`src/rtl/pla_pkg.sv`:
```
// shared types and constants of the polyline length accumulator
`default_nettype none
package pla_pkg;

  localparam int COORD_W  = 16;
  localparam int SEG_W    = 25;
  localparam int TOTAL_W  = 36;

  localparam int COORD_BITS_DEF  = 16;
  localparam int FRAC_BITS_DEF   = 8;
  localparam int QUEUE_DEPTH_DEF = 2;

  localparam logic [SEG_W-1:0]   SEG_MAX   = {SEG_W{1'b1}};
  localparam logic [TOTAL_W-1:0] TOTAL_MAX = {TOTAL_W{1'b1}};

  // one classified point waiting for the length unit
  typedef struct packed {
    logic [COORD_W-1:0] dx;
    logic [COORD_W-1:0] dy;
    logic               first;
    logic               last;
  } job_t;

  typedef struct packed {
    logic full;
    logic empty;
  } q_stat_t;

endpackage
`default_nettype wire

```
`src/rtl/polyline_length_accumulator.sv`:
```
// polyline length accumulator: per-segment euclidean length and running route total
//
// input channel: push with x_coord, y_coord, last_point; a word is taken when push
// is high and full is low. result channel: segment_length, route_total, route_done
// are valid while empty is low and are taken when pop is high.
// every input word gives exactly one result word, in order. the first point of a
// route gives length 0 and total 0; the word marked last_point closes the route
// and the next word starts a new one.
// lengths are floor(sqrt(dx^2 + dy^2)) with FRAC_BITS fraction bits; the total
// saturates at its maximum.
// the length unit takes one word at a time: it loads the word, squares the deltas,
// sums them, runs the root loop that retires two bits per cycle, then writes the
// result register, and only then takes the next word from the queue.
// a small queue between the front end and the length unit takes up to
// QUEUE_DEPTH words while the unit is busy, so full rises only when it fills.
// if pop stays low the result register holds, the unit finishes its current word
// and waits, and the queue fills behind it.
// reset (rst, synchronous) empties the queue and result register and starts a route.
`default_nettype none
module polyline_length_accumulator #(
  parameter int COORD_BITS  = pla_pkg::COORD_BITS_DEF,
  parameter int FRAC_BITS   = pla_pkg::FRAC_BITS_DEF,
  parameter int QUEUE_DEPTH = pla_pkg::QUEUE_DEPTH_DEF
) (
  input  wire logic                          clk,
  input  wire logic                          rst,
  input  wire logic                          push,
  output logic                               full,
  input  wire logic [pla_pkg::COORD_W-1:0]   x_coord,
  input  wire logic [pla_pkg::COORD_W-1:0]   y_coord,
  input  wire logic                          last_point,
  output logic                               empty,
  input  wire logic                          pop,
  output logic [pla_pkg::SEG_W-1:0]          segment_length,
  output logic [pla_pkg::TOTAL_W-1:0]        route_total,
  output logic                               route_done
);

  pla_pkg::job_t    job_in;
  pla_pkg::job_t    job_out;
  pla_pkg::q_stat_t q_stat;
  logic             q_push;
  logic             q_pop;

  assign full = q_stat.full;

  pla_front #(
    .COORD_BITS (COORD_BITS)
  ) u_front (
    .clk        (clk),
    .rst        (rst),
    .push       (push),
    .x_coord    (x_coord),
    .y_coord    (y_coord),
    .last_point (last_point),
    .q_stat     (q_stat),
    .job        (job_in),
    .q_push     (q_push)
  );

  pla_queue #(
    .DEPTH (QUEUE_DEPTH)
  ) u_queue (
    .clk     (clk),
    .rst     (rst),
    .wr      (q_push),
    .wr_data (job_in),
    .rd      (q_pop),
    .rd_data (job_out),
    .stat    (q_stat)
  );

  pla_back #(
    .COORD_BITS (COORD_BITS),
    .FRAC_BITS  (FRAC_BITS)
  ) u_back (
    .clk            (clk),
    .rst            (rst),
    .job            (job_out),
    .q_stat         (q_stat),
    .q_pop          (q_pop),
    .pop            (pop),
    .empty          (empty),
    .segment_length (segment_length),
    .route_total    (route_total),
    .route_done     (route_done)
  );

  // an accepted word is in the queue on the next cycle
  a_push_lands: assert property (@(posedge clk) disable iff (rst)
    (push && !full) |=> !q_stat.empty)
    else $error("accepted word missing from queue");

  // the length unit only takes work that is there
  a_pop_nonempty: assert property (@(posedge clk) disable iff (rst)
    q_pop |-> !q_stat.empty)
    else $error("length unit read an empty queue");

  // a zero total means a zero segment, since the total includes the segment
  a_total_covers_seg: assert property (@(posedge clk) disable iff (rst)
    (!empty && (route_total == '0)) |-> (segment_length == '0))
    else $error("zero total with nonzero segment");

endmodule
`default_nettype wire

```
`src/rtl/pla_front.sv`:
```
// front end: accepts points, keeps the previous point and forms the deltas
`default_nettype none
module pla_front #(
  parameter int COORD_BITS = pla_pkg::COORD_BITS_DEF
) (
  input  wire logic                         clk,
  input  wire logic                         rst,
  input  wire logic                         push,
  input  wire logic [pla_pkg::COORD_W-1:0]  x_coord,
  input  wire logic [pla_pkg::COORD_W-1:0]  y_coord,
  input  wire logic                         last_point,
  input  wire pla_pkg::q_stat_t             q_stat,
  output pla_pkg::job_t                     job,
  output logic                              q_push
);

  localparam int CW = (COORD_BITS < pla_pkg::COORD_W) ? COORD_BITS : pla_pkg::COORD_W;

  logic [pla_pkg::COORD_W-1:0] prev_x;
  logic [pla_pkg::COORD_W-1:0] prev_y;
  logic                        have_prev;
  logic [pla_pkg::COORD_W-1:0] x;
  logic [pla_pkg::COORD_W-1:0] y;

  assign x      = pla_pkg::COORD_W'(x_coord[CW-1:0]);
  assign y      = pla_pkg::COORD_W'(y_coord[CW-1:0]);
  assign q_push = push && !q_stat.full;

  always_comb begin
    job.first = !have_prev;
    job.last  = last_point;
    // first point of a route has no segment
    if (!have_prev) begin
      job.dx = '0;
      job.dy = '0;
    end else begin
      job.dx = (x >= prev_x) ? (x - prev_x) : (prev_x - x);
      job.dy = (y >= prev_y) ? (y - prev_y) : (prev_y - y);
    end
  end

  always_ff @(posedge clk) begin
    if (rst) begin
      have_prev <= 1'b0;
      prev_x    <= '0;
      prev_y    <= '0;
    end else if (q_push) begin
      prev_x    <= x;
      prev_y    <= y;
      have_prev <= !last_point;
    end
  end

endmodule
`default_nettype wire

```
`src/rtl/pla_queue.sv`:
```
// short job queue between the front end and the length unit
`default_nettype none
module pla_queue #(
  parameter int DEPTH = pla_pkg::QUEUE_DEPTH_DEF
) (
  input  wire logic           clk,
  input  wire logic           rst,
  input  wire logic           wr,
  input  wire pla_pkg::job_t  wr_data,
  input  wire logic           rd,
  output pla_pkg::job_t       rd_data,
  output pla_pkg::q_stat_t    stat
);

  localparam int PW = $clog2(DEPTH);
  localparam int NW = $clog2(DEPTH + 1);

  pla_pkg::job_t slot [DEPTH];
  pla_pkg::job_t slot_next [DEPTH];
  logic [NW-1:0] count;
  logic [PW-1:0] wr_idx;
  logic          do_wr;
  logic          do_rd;

  assign stat.full  = (count == NW'(DEPTH));
  assign stat.empty = (count == '0);
  assign do_wr      = wr && !stat.full;
  assign do_rd      = rd && !stat.empty;
  assign wr_idx     = PW'(count - NW'(do_rd));
  assign rd_data    = slot[0];

  // head word always sits in slot 0; a read shifts the rest down
  always_comb begin
    slot_next = slot;
    if (do_rd) begin
      for (int i = 0; i < DEPTH - 1; i++) begin
        slot_next[i] = slot[i + 1];
      end
    end
    if (do_wr) begin
      slot_next[wr_idx] = wr_data;
    end
  end

  always_ff @(posedge clk) begin
    slot <= slot_next;
  end

  always_ff @(posedge clk) begin
    if (rst) begin
      count <= '0;
    end else begin
      if (do_wr && !do_rd) begin
        count <= count + 1'b1;
      end else if (do_rd && !do_wr) begin
        count <= count - 1'b1;
      end
    end
  end

endmodule
`default_nettype wire

```
`src/rtl/pla_back.sv`:
```
// back end: squares, two-bit-per-cycle square root, saturating total, result register
`default_nettype none
module pla_back #(
  parameter int COORD_BITS = pla_pkg::COORD_BITS_DEF,
  parameter int FRAC_BITS  = pla_pkg::FRAC_BITS_DEF
) (
  input  wire logic                        clk,
  input  wire logic                        rst,
  input  wire pla_pkg::job_t               job,
  input  wire pla_pkg::q_stat_t            q_stat,
  output logic                             q_pop,
  input  wire logic                        pop,
  output logic                             empty,
  output logic [pla_pkg::SEG_W-1:0]        segment_length,
  output logic [pla_pkg::TOTAL_W-1:0]      route_total,
  output logic                             route_done
);

  localparam int CW   = (COORD_BITS < pla_pkg::COORD_W) ? COORD_BITS : pla_pkg::COORD_W;
  localparam int RB   = CW + 1 + FRAC_BITS;
  localparam int NP   = (RB + 1) / 2;
  localparam int RW   = 4 * NP;
  localparam int RTW  = 2 * NP;
  localparam int RMW  = RTW + 3;
  localparam int CNTW = $clog2(NP);
  localparam int SW   = (RTW > pla_pkg::SEG_W) ? RTW : pla_pkg::SEG_W;
  localparam int TW   = pla_pkg::TOTAL_W;

  typedef enum logic [4:0] {
    S_IDLE = 5'b00001,
    S_MUL  = 5'b00010,
    S_SUM  = 5'b00100,
    S_ROOT = 5'b01000,
    S_DONE = 5'b10000
  } back_state_t;

  back_state_t         state;
  logic [CW-1:0]       dx;
  logic [CW-1:0]       dy;
  logic                first;
  logic                last;
  logic [2*CW-1:0]     sqx;
  logic [2*CW-1:0]     sqy;
  logic [RW-1:0]       rad;
  logic [RMW-1:0]      rem;
  logic [RTW-1:0]      root;
  logic [CNTW-1:0]     cnt;
  logic [TW-1:0]       total;
  logic                out_valid;

  logic [RMW-1:0]      rem_next;
  logic [RTW-1:0]      root_next;
  logic [SW-1:0]       root_ext;
  logic [pla_pkg::SEG_W-1:0] seg_sat;
  logic [TW-1:0]       base;
  logic [TW:0]         sum;
  logic [TW-1:0]       tot_new;
  logic                slot_free;

  assign empty     = !out_valid;
  assign slot_free = !out_valid || pop;
  assign q_pop     = (state == S_IDLE) && !q_stat.empty;

  // two restoring root steps per cycle on the top four radicand bits
  always_comb begin
    logic [RMW-1:0] trial;
    rem_next  = rem;
    root_next = root;
    for (int j = 0; j < 2; j++) begin
      rem_next = {rem_next[RMW-3:0], rad[RW-1-2*j -: 2]};
      trial    = RMW'({root_next, 2'b01});
      if (rem_next >= trial) begin
        rem_next  = rem_next - trial;
        root_next = {root_next[RTW-2:0], 1'b1};
      end else begin
        root_next = {root_next[RTW-2:0], 1'b0};
      end
    end
  end

  always_comb begin
    root_ext = SW'(root);
    seg_sat  = (root_ext > SW'(pla_pkg::SEG_MAX)) ? pla_pkg::SEG_MAX
                                                  : root_ext[pla_pkg::SEG_W-1:0];
    base     = first ? '0 : total;
    sum      = {1'b0, base} + (TW + 1)'(seg_sat);
    tot_new  = (sum > {1'b0, pla_pkg::TOTAL_MAX}) ? pla_pkg::TOTAL_MAX : sum[TW-1:0];
  end

  always_ff @(posedge clk) begin
    if (rst) begin
      state     <= S_IDLE;
      total     <= '0;
      out_valid <= 1'b0;
    end else begin
      if (state == S_DONE && slot_free) begin
        out_valid <= 1'b1;
      end else if (pop) begin
        out_valid <= 1'b0;
      end
      unique case (state)
        S_IDLE: begin
          if (!q_stat.empty) begin
            state <= S_MUL;
          end
        end
        S_MUL:  state <= S_SUM;
        S_SUM:  state <= S_ROOT;
        S_ROOT: begin
          if (cnt == CNTW'(NP - 1)) begin
            state <= S_DONE;
          end
        end
        S_DONE: begin
          if (slot_free) begin
            total <= last ? '0 : tot_new;
            state <= S_IDLE;
          end
        end
        default: state <= S_IDLE;
      endcase
    end
  end

  // datapath registers
  always_ff @(posedge clk) begin
    unique case (state)
      S_IDLE: begin
        dx    <= job.dx[CW-1:0];
        dy    <= job.dy[CW-1:0];
        first <= job.first;
        last  <= job.last;
      end
      S_MUL: begin
        sqx <= dx * dx;
        sqy <= dy * dy;
      end
      S_SUM: begin
        rad  <= RW'({1'b0, sqx} + {1'b0, sqy}) << (2 * FRAC_BITS);
        rem  <= '0;
        root <= '0;
        cnt  <= '0;
      end
      S_ROOT: begin
        rad  <= {rad[RW-5:0], 4'b0000};
        rem  <= rem_next;
        root <= root_next;
        cnt  <= cnt + 1'b1;
      end
      S_DONE: begin
        if (slot_free) begin
          segment_length <= seg_sat;
          route_total    <= tot_new;
          route_done     <= last;
        end
      end
      default: ;
    endcase
  end

endmodule
`default_nettype wire
```
`config.mk`:
```
export PLATFORM = sky130hd
export DESIGN_NAME = polyline_length_accumulator
export DESIGN_NICKNAME = d
export VERILOG_FILES = /design/src/rtl/pla_pkg.sv /design/src/rtl/polyline_length_accumulator.sv /design/src/rtl/pla_front.sv /design/src/rtl/pla_queue.sv /design/src/rtl/pla_back.sv
export SDC_FILE = /design/constraint.sdc
export NUM_CORES = 2
export LEC_CHECK = 0
export BUFFER_PORTS_ARGS = -buffer_cell sky130_fd_sc_hd__buf_2
export CORE_MARGIN = 5
export CORE_UTILIZATION = 65
export CTS_BUF_LIST = sky130_fd_sc_hd__clkbuf_16
export CTS_CLUSTER_DIAMETER = 50
export DETAILED_ROUTE_END_ITERATION = 7
export GPL_TIMING_DRIVEN = 0
export PLACE_DENSITY = 0.88
export SLEW_MARGIN = 20
export SYNTH_ARGS = -nofsm -noshare
export SYNTH_HDL_FRONTEND = slang
export SYNTH_HIERARCHICAL = 1
export SYNTH_SLANG_ARGS = --single-unit
```
`constraint.sdc`:
```
create_clock -name clk -period 7.3 [get_ports clk]
set_input_delay 1.46 -clock clk [delete_from_list [all_inputs] [get_ports clk]]
set_output_delay 1.46 -clock clk [all_outputs]
set_load 0.005 [all_outputs]
```
==> insert_results.sql <==
INSERT INTO impl_metrics (metric_group, metric, value, unit) VALUES
('logic_synthesis', 'synth_edf_count', '285', ''),
('floorplan', 'num_io_pins', '101', ''),
('global_route', 'grt.overflow.total', '0', ''),
('global_route', 'groute.usage.overall', '28.8', '%'),
('logic_synthesis', 'synth_cells', '3983', ''),
('critical_path', 'critPathMaxFanout', '10', ''),
('logic_synthesis', 'yosys_warnings', '6', ''),
('critical_path', 'cp.required', '7.61', 'ns'),
('critical_path', 'cell_with_the_largest_stage_delay_on_the_worst_path', 'sky130_fd_sc_hd__edfxtp_1', ''),
('sta', 'final.period_utilization', '97.8', '%'),
('sta', 'clock-skew-final', '0.0351', 'ns'),
('logic_synthesis', 'syn_avg_cell_area', '9.62', 'sq um'),
('logic_synthesis', 'count_of_cell_types_in_the_netlist', '95', ''),
('drt', 'num_vias', '29300', ''),
('critical_path', 'reg2regPathDepth', '20', ''),
('layout', 'layout-drive-gt1-share', '10.1', '%'),
('sta', 'fin_ws', '0.162', 'ns'),
('outcome', 'outcome', 'finished, final reports clean', ''),
('drt', 'drt_pass1_iterations', '7', ''),
('critical_path', 'setup.worst_path.start_class', 'register', ''),
('cts', 'number_of_buffers_created_by_cts', '47', ''),
('global_route', 'first_global_vias', '30200', ''),
('sta', 'highest_clock_frequency_the_design_can_meet', '140', 'MHz'),
('sta', 'max-slew-margin-rel', '48.2', '%'),
('hold_path', 'worstHoldPathType', 'register to register', ''),
('cts', 'clk_latency', '0.59', 'ns'),
('critical_path', 'worst_path_most_repeated_cell', 'sky130_fd_sc_hd__fa_1', ''),
('hold_path', 'min_from', 'u_front/prev_y[15]', ''),
('logic_synthesis', 'most_instantiated_cells_after_synthesis', '590 x sky130_fd_sc_hd__inv_1, 375 x sky130_fd_sc_hd__ha_1, 363 x sky130_fd_sc_hd__nand2_1', ''),
('critical_path', 'timing.critical_path.to_type', 'register', ''),
('critical_path', 'r2r-end', 'u_back/sqy[31]', ''),
('logic_synthesis', 'yosysTopAreaCell', 'sky130_fd_sc_hd__edfxtp_1', ''),
('cts', 'clock_pin_transition_on_the_worst_setup_and_hold_timing_paths', '0.06', 'ns'),
('cts', 'ctsHtreeMaxLevel', '2', ''),
('critical_path', 'worst_reg_to_reg_setup_slack', '0.16', 'ns'),
('floorplan', 'fp.dieW', '253', 'microns'),
('place', 'io_buffer_count', '100', ''),
('drt', 'post-route-drc-count', '0', ''),
('place', 'postPlaceCellArea', '40000', 'sq um'),
('place', 'place_congestion', '0.975', ''),
('drt', 'wirelength', '92.5', 'mm'),
('layout', 'postLayoutCoreUtil', '71.0', '%'),
('floorplan', 'dieHeight', '253', 'microns'),
('logic_synthesis', 'postSynthNetCount', '4732', ''),
('global_route', 'grt_pass1_wl', '150', 'mm'),
('sta', 'timing_worst_slew_pin_value', '0.777', 'ns'),
('logic_synthesis', 'synth_seq_area_share', '28.1', '%'),
('place', 'dp_hpwl', '71.7', 'mm'),
('logic_synthesis', 'synthDominantCellAreaShare', '22.3', '%'),
('sta', 'finalWorstPathRequiredPeriod', '7.14', 'ns'),
('global_route', 'antenna_found_initial', '1', ''),
('floorplan', 'die_area', '63900', 'sq um'),
('critical_path', 'criticalPathCategory', 'register to register', ''),
('sta', 'setup_viol', '0', ''),
('hold_path', 'worstHoldPathCells', '2', ''),
('critical_path', 'critical_path_arrival', '7.45', 'ns'),
('logic_synthesis', 'synthFlopType', 'sky130_fd_sc_hd__edfxtp_1', ''),
('logic_synthesis', 'ys_ff_latch', '396', ''),
('hold_path', 'whs_endpoint', 'u_front/prev_y[15]', ''),
('layout', 'antenna_cells_inserted', '0', ''),
('logic_synthesis', 'count_leader_synth', 'sky130_fd_sc_hd__inv_1', ''),
('critical_path', 'path_cells', 'clkbuf_2 > nand2_1 > fa_1 > inv_1 > fa_1 > fa_1 > fa_1 > inv_1 > fa_1 > inv_1 > fa_1 > ha_1 > or3_1 > a311oi_1 > o211ai_1 > a211oi_2 > o21ai_0 > o21a_1 > nor2_1 > xnor2_1', ''),
('floorplan', 'rows', '89', ''),
('run', 'max_cap_viol_count', '0', ''),
('floorplan', 'initial_utilization', '65.3', '%'),
('floorplan', 'fp.coreArea', '58700', 'sq um'),
('layout', 'syn_to_final_growth', '8.72', '%'),
('critical_path', 'critPathMaxStageDelay', '0.61', 'ns'),
('logic_synthesis', 'share_of_flip_flops_with_an_asynchronous_set_or_reset_after_synthesis', '0', '%'),
('layout', 'finish.instance_area', '41700', 'sq um'),
('cts', 'cts.sink_count', '396', '');
## state kept, by name, summed over array words and instances (netlist names), 2 cells and up
signal	cells
u_back/sqx	31
u_back/root	26
u_front/prev_y	16
u_back/total	36
u_back/dx	16
u_queue/rd_data	34
u_back/cnt	4
u_back/sqy	31
u_queue/slot	34
u_back/rem	27
u_back/segment_length	25
u_back/rad	36
u_front/prev_x	16
u_back/route_total	36
u_back/state	5
u_queue/count	2
u_back/dy	16
## routing by layer
layer | wire [microns] | vias to the layer above | track usage (%)
met5 | 19 | - | 0
met4 | 4680 | 2 | 12.7
met3 | 6240 | 319 | 4.09
met2 | 46700 | 1232 | 51.5
met1 | 34900 | 14100 | 34.8
li1 | - | 13600 | -
## cells in the final DEF, fill, tap and decap left out, types with 12 or more instances in the layout
cell type,synthesis,final
sky130_fd_sc_hd__fa_1,337,337
sky130_fd_sc_hd__clkbuf_16,0,47
sky130_fd_sc_hd__nand3_1,42,42
sky130_fd_sc_hd__o21bai_1,27,27
sky130_fd_sc_hd__o21ai_0,143,143
sky130_fd_sc_hd__and2_1,138,138
sky130_fd_sc_hd__ha_1,375,375
sky130_fd_sc_hd__or2_2,22,22
sky130_fd_sc_hd__nor3_1,49,49
sky130_fd_sc_hd__nand2_1,363,362
sky130_fd_sc_hd__and3_1,24,24
sky130_fd_sc_hd__edfxtp_1,285,285
sky130_fd_sc_hd__dfxtp_1,111,111
sky130_fd_sc_hd__mux2_2,15,15
sky130_fd_sc_hd__a22o_1,23,23
sky130_fd_sc_hd__inv_1,590,596
sky130_fd_sc_hd__a21o_1,104,104
sky130_fd_sc_hd__a21oi_1,250,249
sky130_fd_sc_hd__or3_1,14,14
sky130_fd_sc_hd__nor2b_1,61,61
sky130_fd_sc_hd__nand2b_1,44,44
sky130_fd_sc_hd__xor2_1,65,65
sky130_fd_sc_hd__o21a_1,33,32
sky130_fd_sc_hd__nor2_1,240,238
sky130_fd_sc_hd__a211oi_1,18,17
sky130_fd_sc_hd__buf_4,36,46
sky130_fd_sc_hd__nand4_1,27,27
sky130_fd_sc_hd__mux2i_1,32,32
sky130_fd_sc_hd__clkbuf_2,1,28
sky130_fd_sc_hd__a31oi_1,22,22
sky130_fd_sc_hd__o211ai_1,12,12
sky130_fd_sc_hd__buf_2,26,128
sky130_fd_sc_hd__mux2_4,58,58
sky130_fd_sc_hd__xnor2_1,117,117
sky130_fd_sc_hd__clkbuf_1,99,69
## area by class of cell
cell class / count / area (sq um)
Buffer: 173 / 918
Clock buffer: 47 / 1180
Clock inverter: 39 / 435
Fill cell: 4071 / 17000
Inverter: 593 / 2230
Multi-Input combinational cell: 2819 / 24500
Sequential cell: 396 / 10800
Tap cell: 773 / 967
Timing Repair Buffer: 115 / 688
## per-stage QoR
stage | TNS [ns] | hold slack, ns | instances
after floorplan | 0 | 0.435 | 3983
after global placement | -0.237 | 0.443 | 4856
after detailed placement | -0.452 | 0.450 | 4865
after CTS | -0.0599 | 0.465 | 4951
after global routing | -0.0243 | 0.486 | 4955
final | 0 | 0.466 | 4955
## repair_timing
| item | CTS | global route |
|---|---|---|
| hold buffers | 0 | 0 |
| buffers inserted | 0 | 6 |
| pin swaps | 0 | 1 |
| resized for setup | 8 | 51 |
| endpoints found under the setup margin | 4 | 36 |
## how the worst max path moves through the flow
stage                       from        endpoint  slack, ns
floorplan           u_back/dy[1]  u_back/sqy[30]       0.84
CTS                 u_back/dx[1]  u_back/sqx[31]      -0.06
detailed placement  u_back/dy[1]  u_back/sqy[30]      -0.19
global route        u_back/dx[9]  u_back/sqx[31]      -0.02
global placement    u_back/dy[1]  u_back/sqy[30]      -0.15
finish              u_back/dy[4]  u_back/sqy[31]       0.16
## critical path: cells and delay by family (launching register included)
family                   cells  cell delay (ns)
XOR/XNOR                     1             0.08
buffers and inverters        4             0.52
AO/OA/AOI/OAI                5             1.61
AND/OR/NAND/NOR              3             0.69
flip-flops                   1             0.61
adder cells (fa/ha/maj)      7             3.37
## cells by family (layout without fill, tap and decap cells)
| family | after synthesis | count (layout) | synth area share [%] |
|---|---|---|---|
| muxes | 107 | 107 | 3.61 |
| and+or+nand+nor | 1059 | 1059 | 13.2 |
| AOI/OAI and AO/OA | 759 | 759 | 12.9 |
| buffers and inverters | 768 | 967 | 8.12 |
| xor gates and xnor gates | 182 | 182 | 4.16 |
| adders and majority gates | 712 | 712 | 29.8 |
| DFF | 396 | 396 | 28.1 |
Power is not shown: default switching activity piles up to over one toggle a cycle in this logic, so the estimate is an artifact.
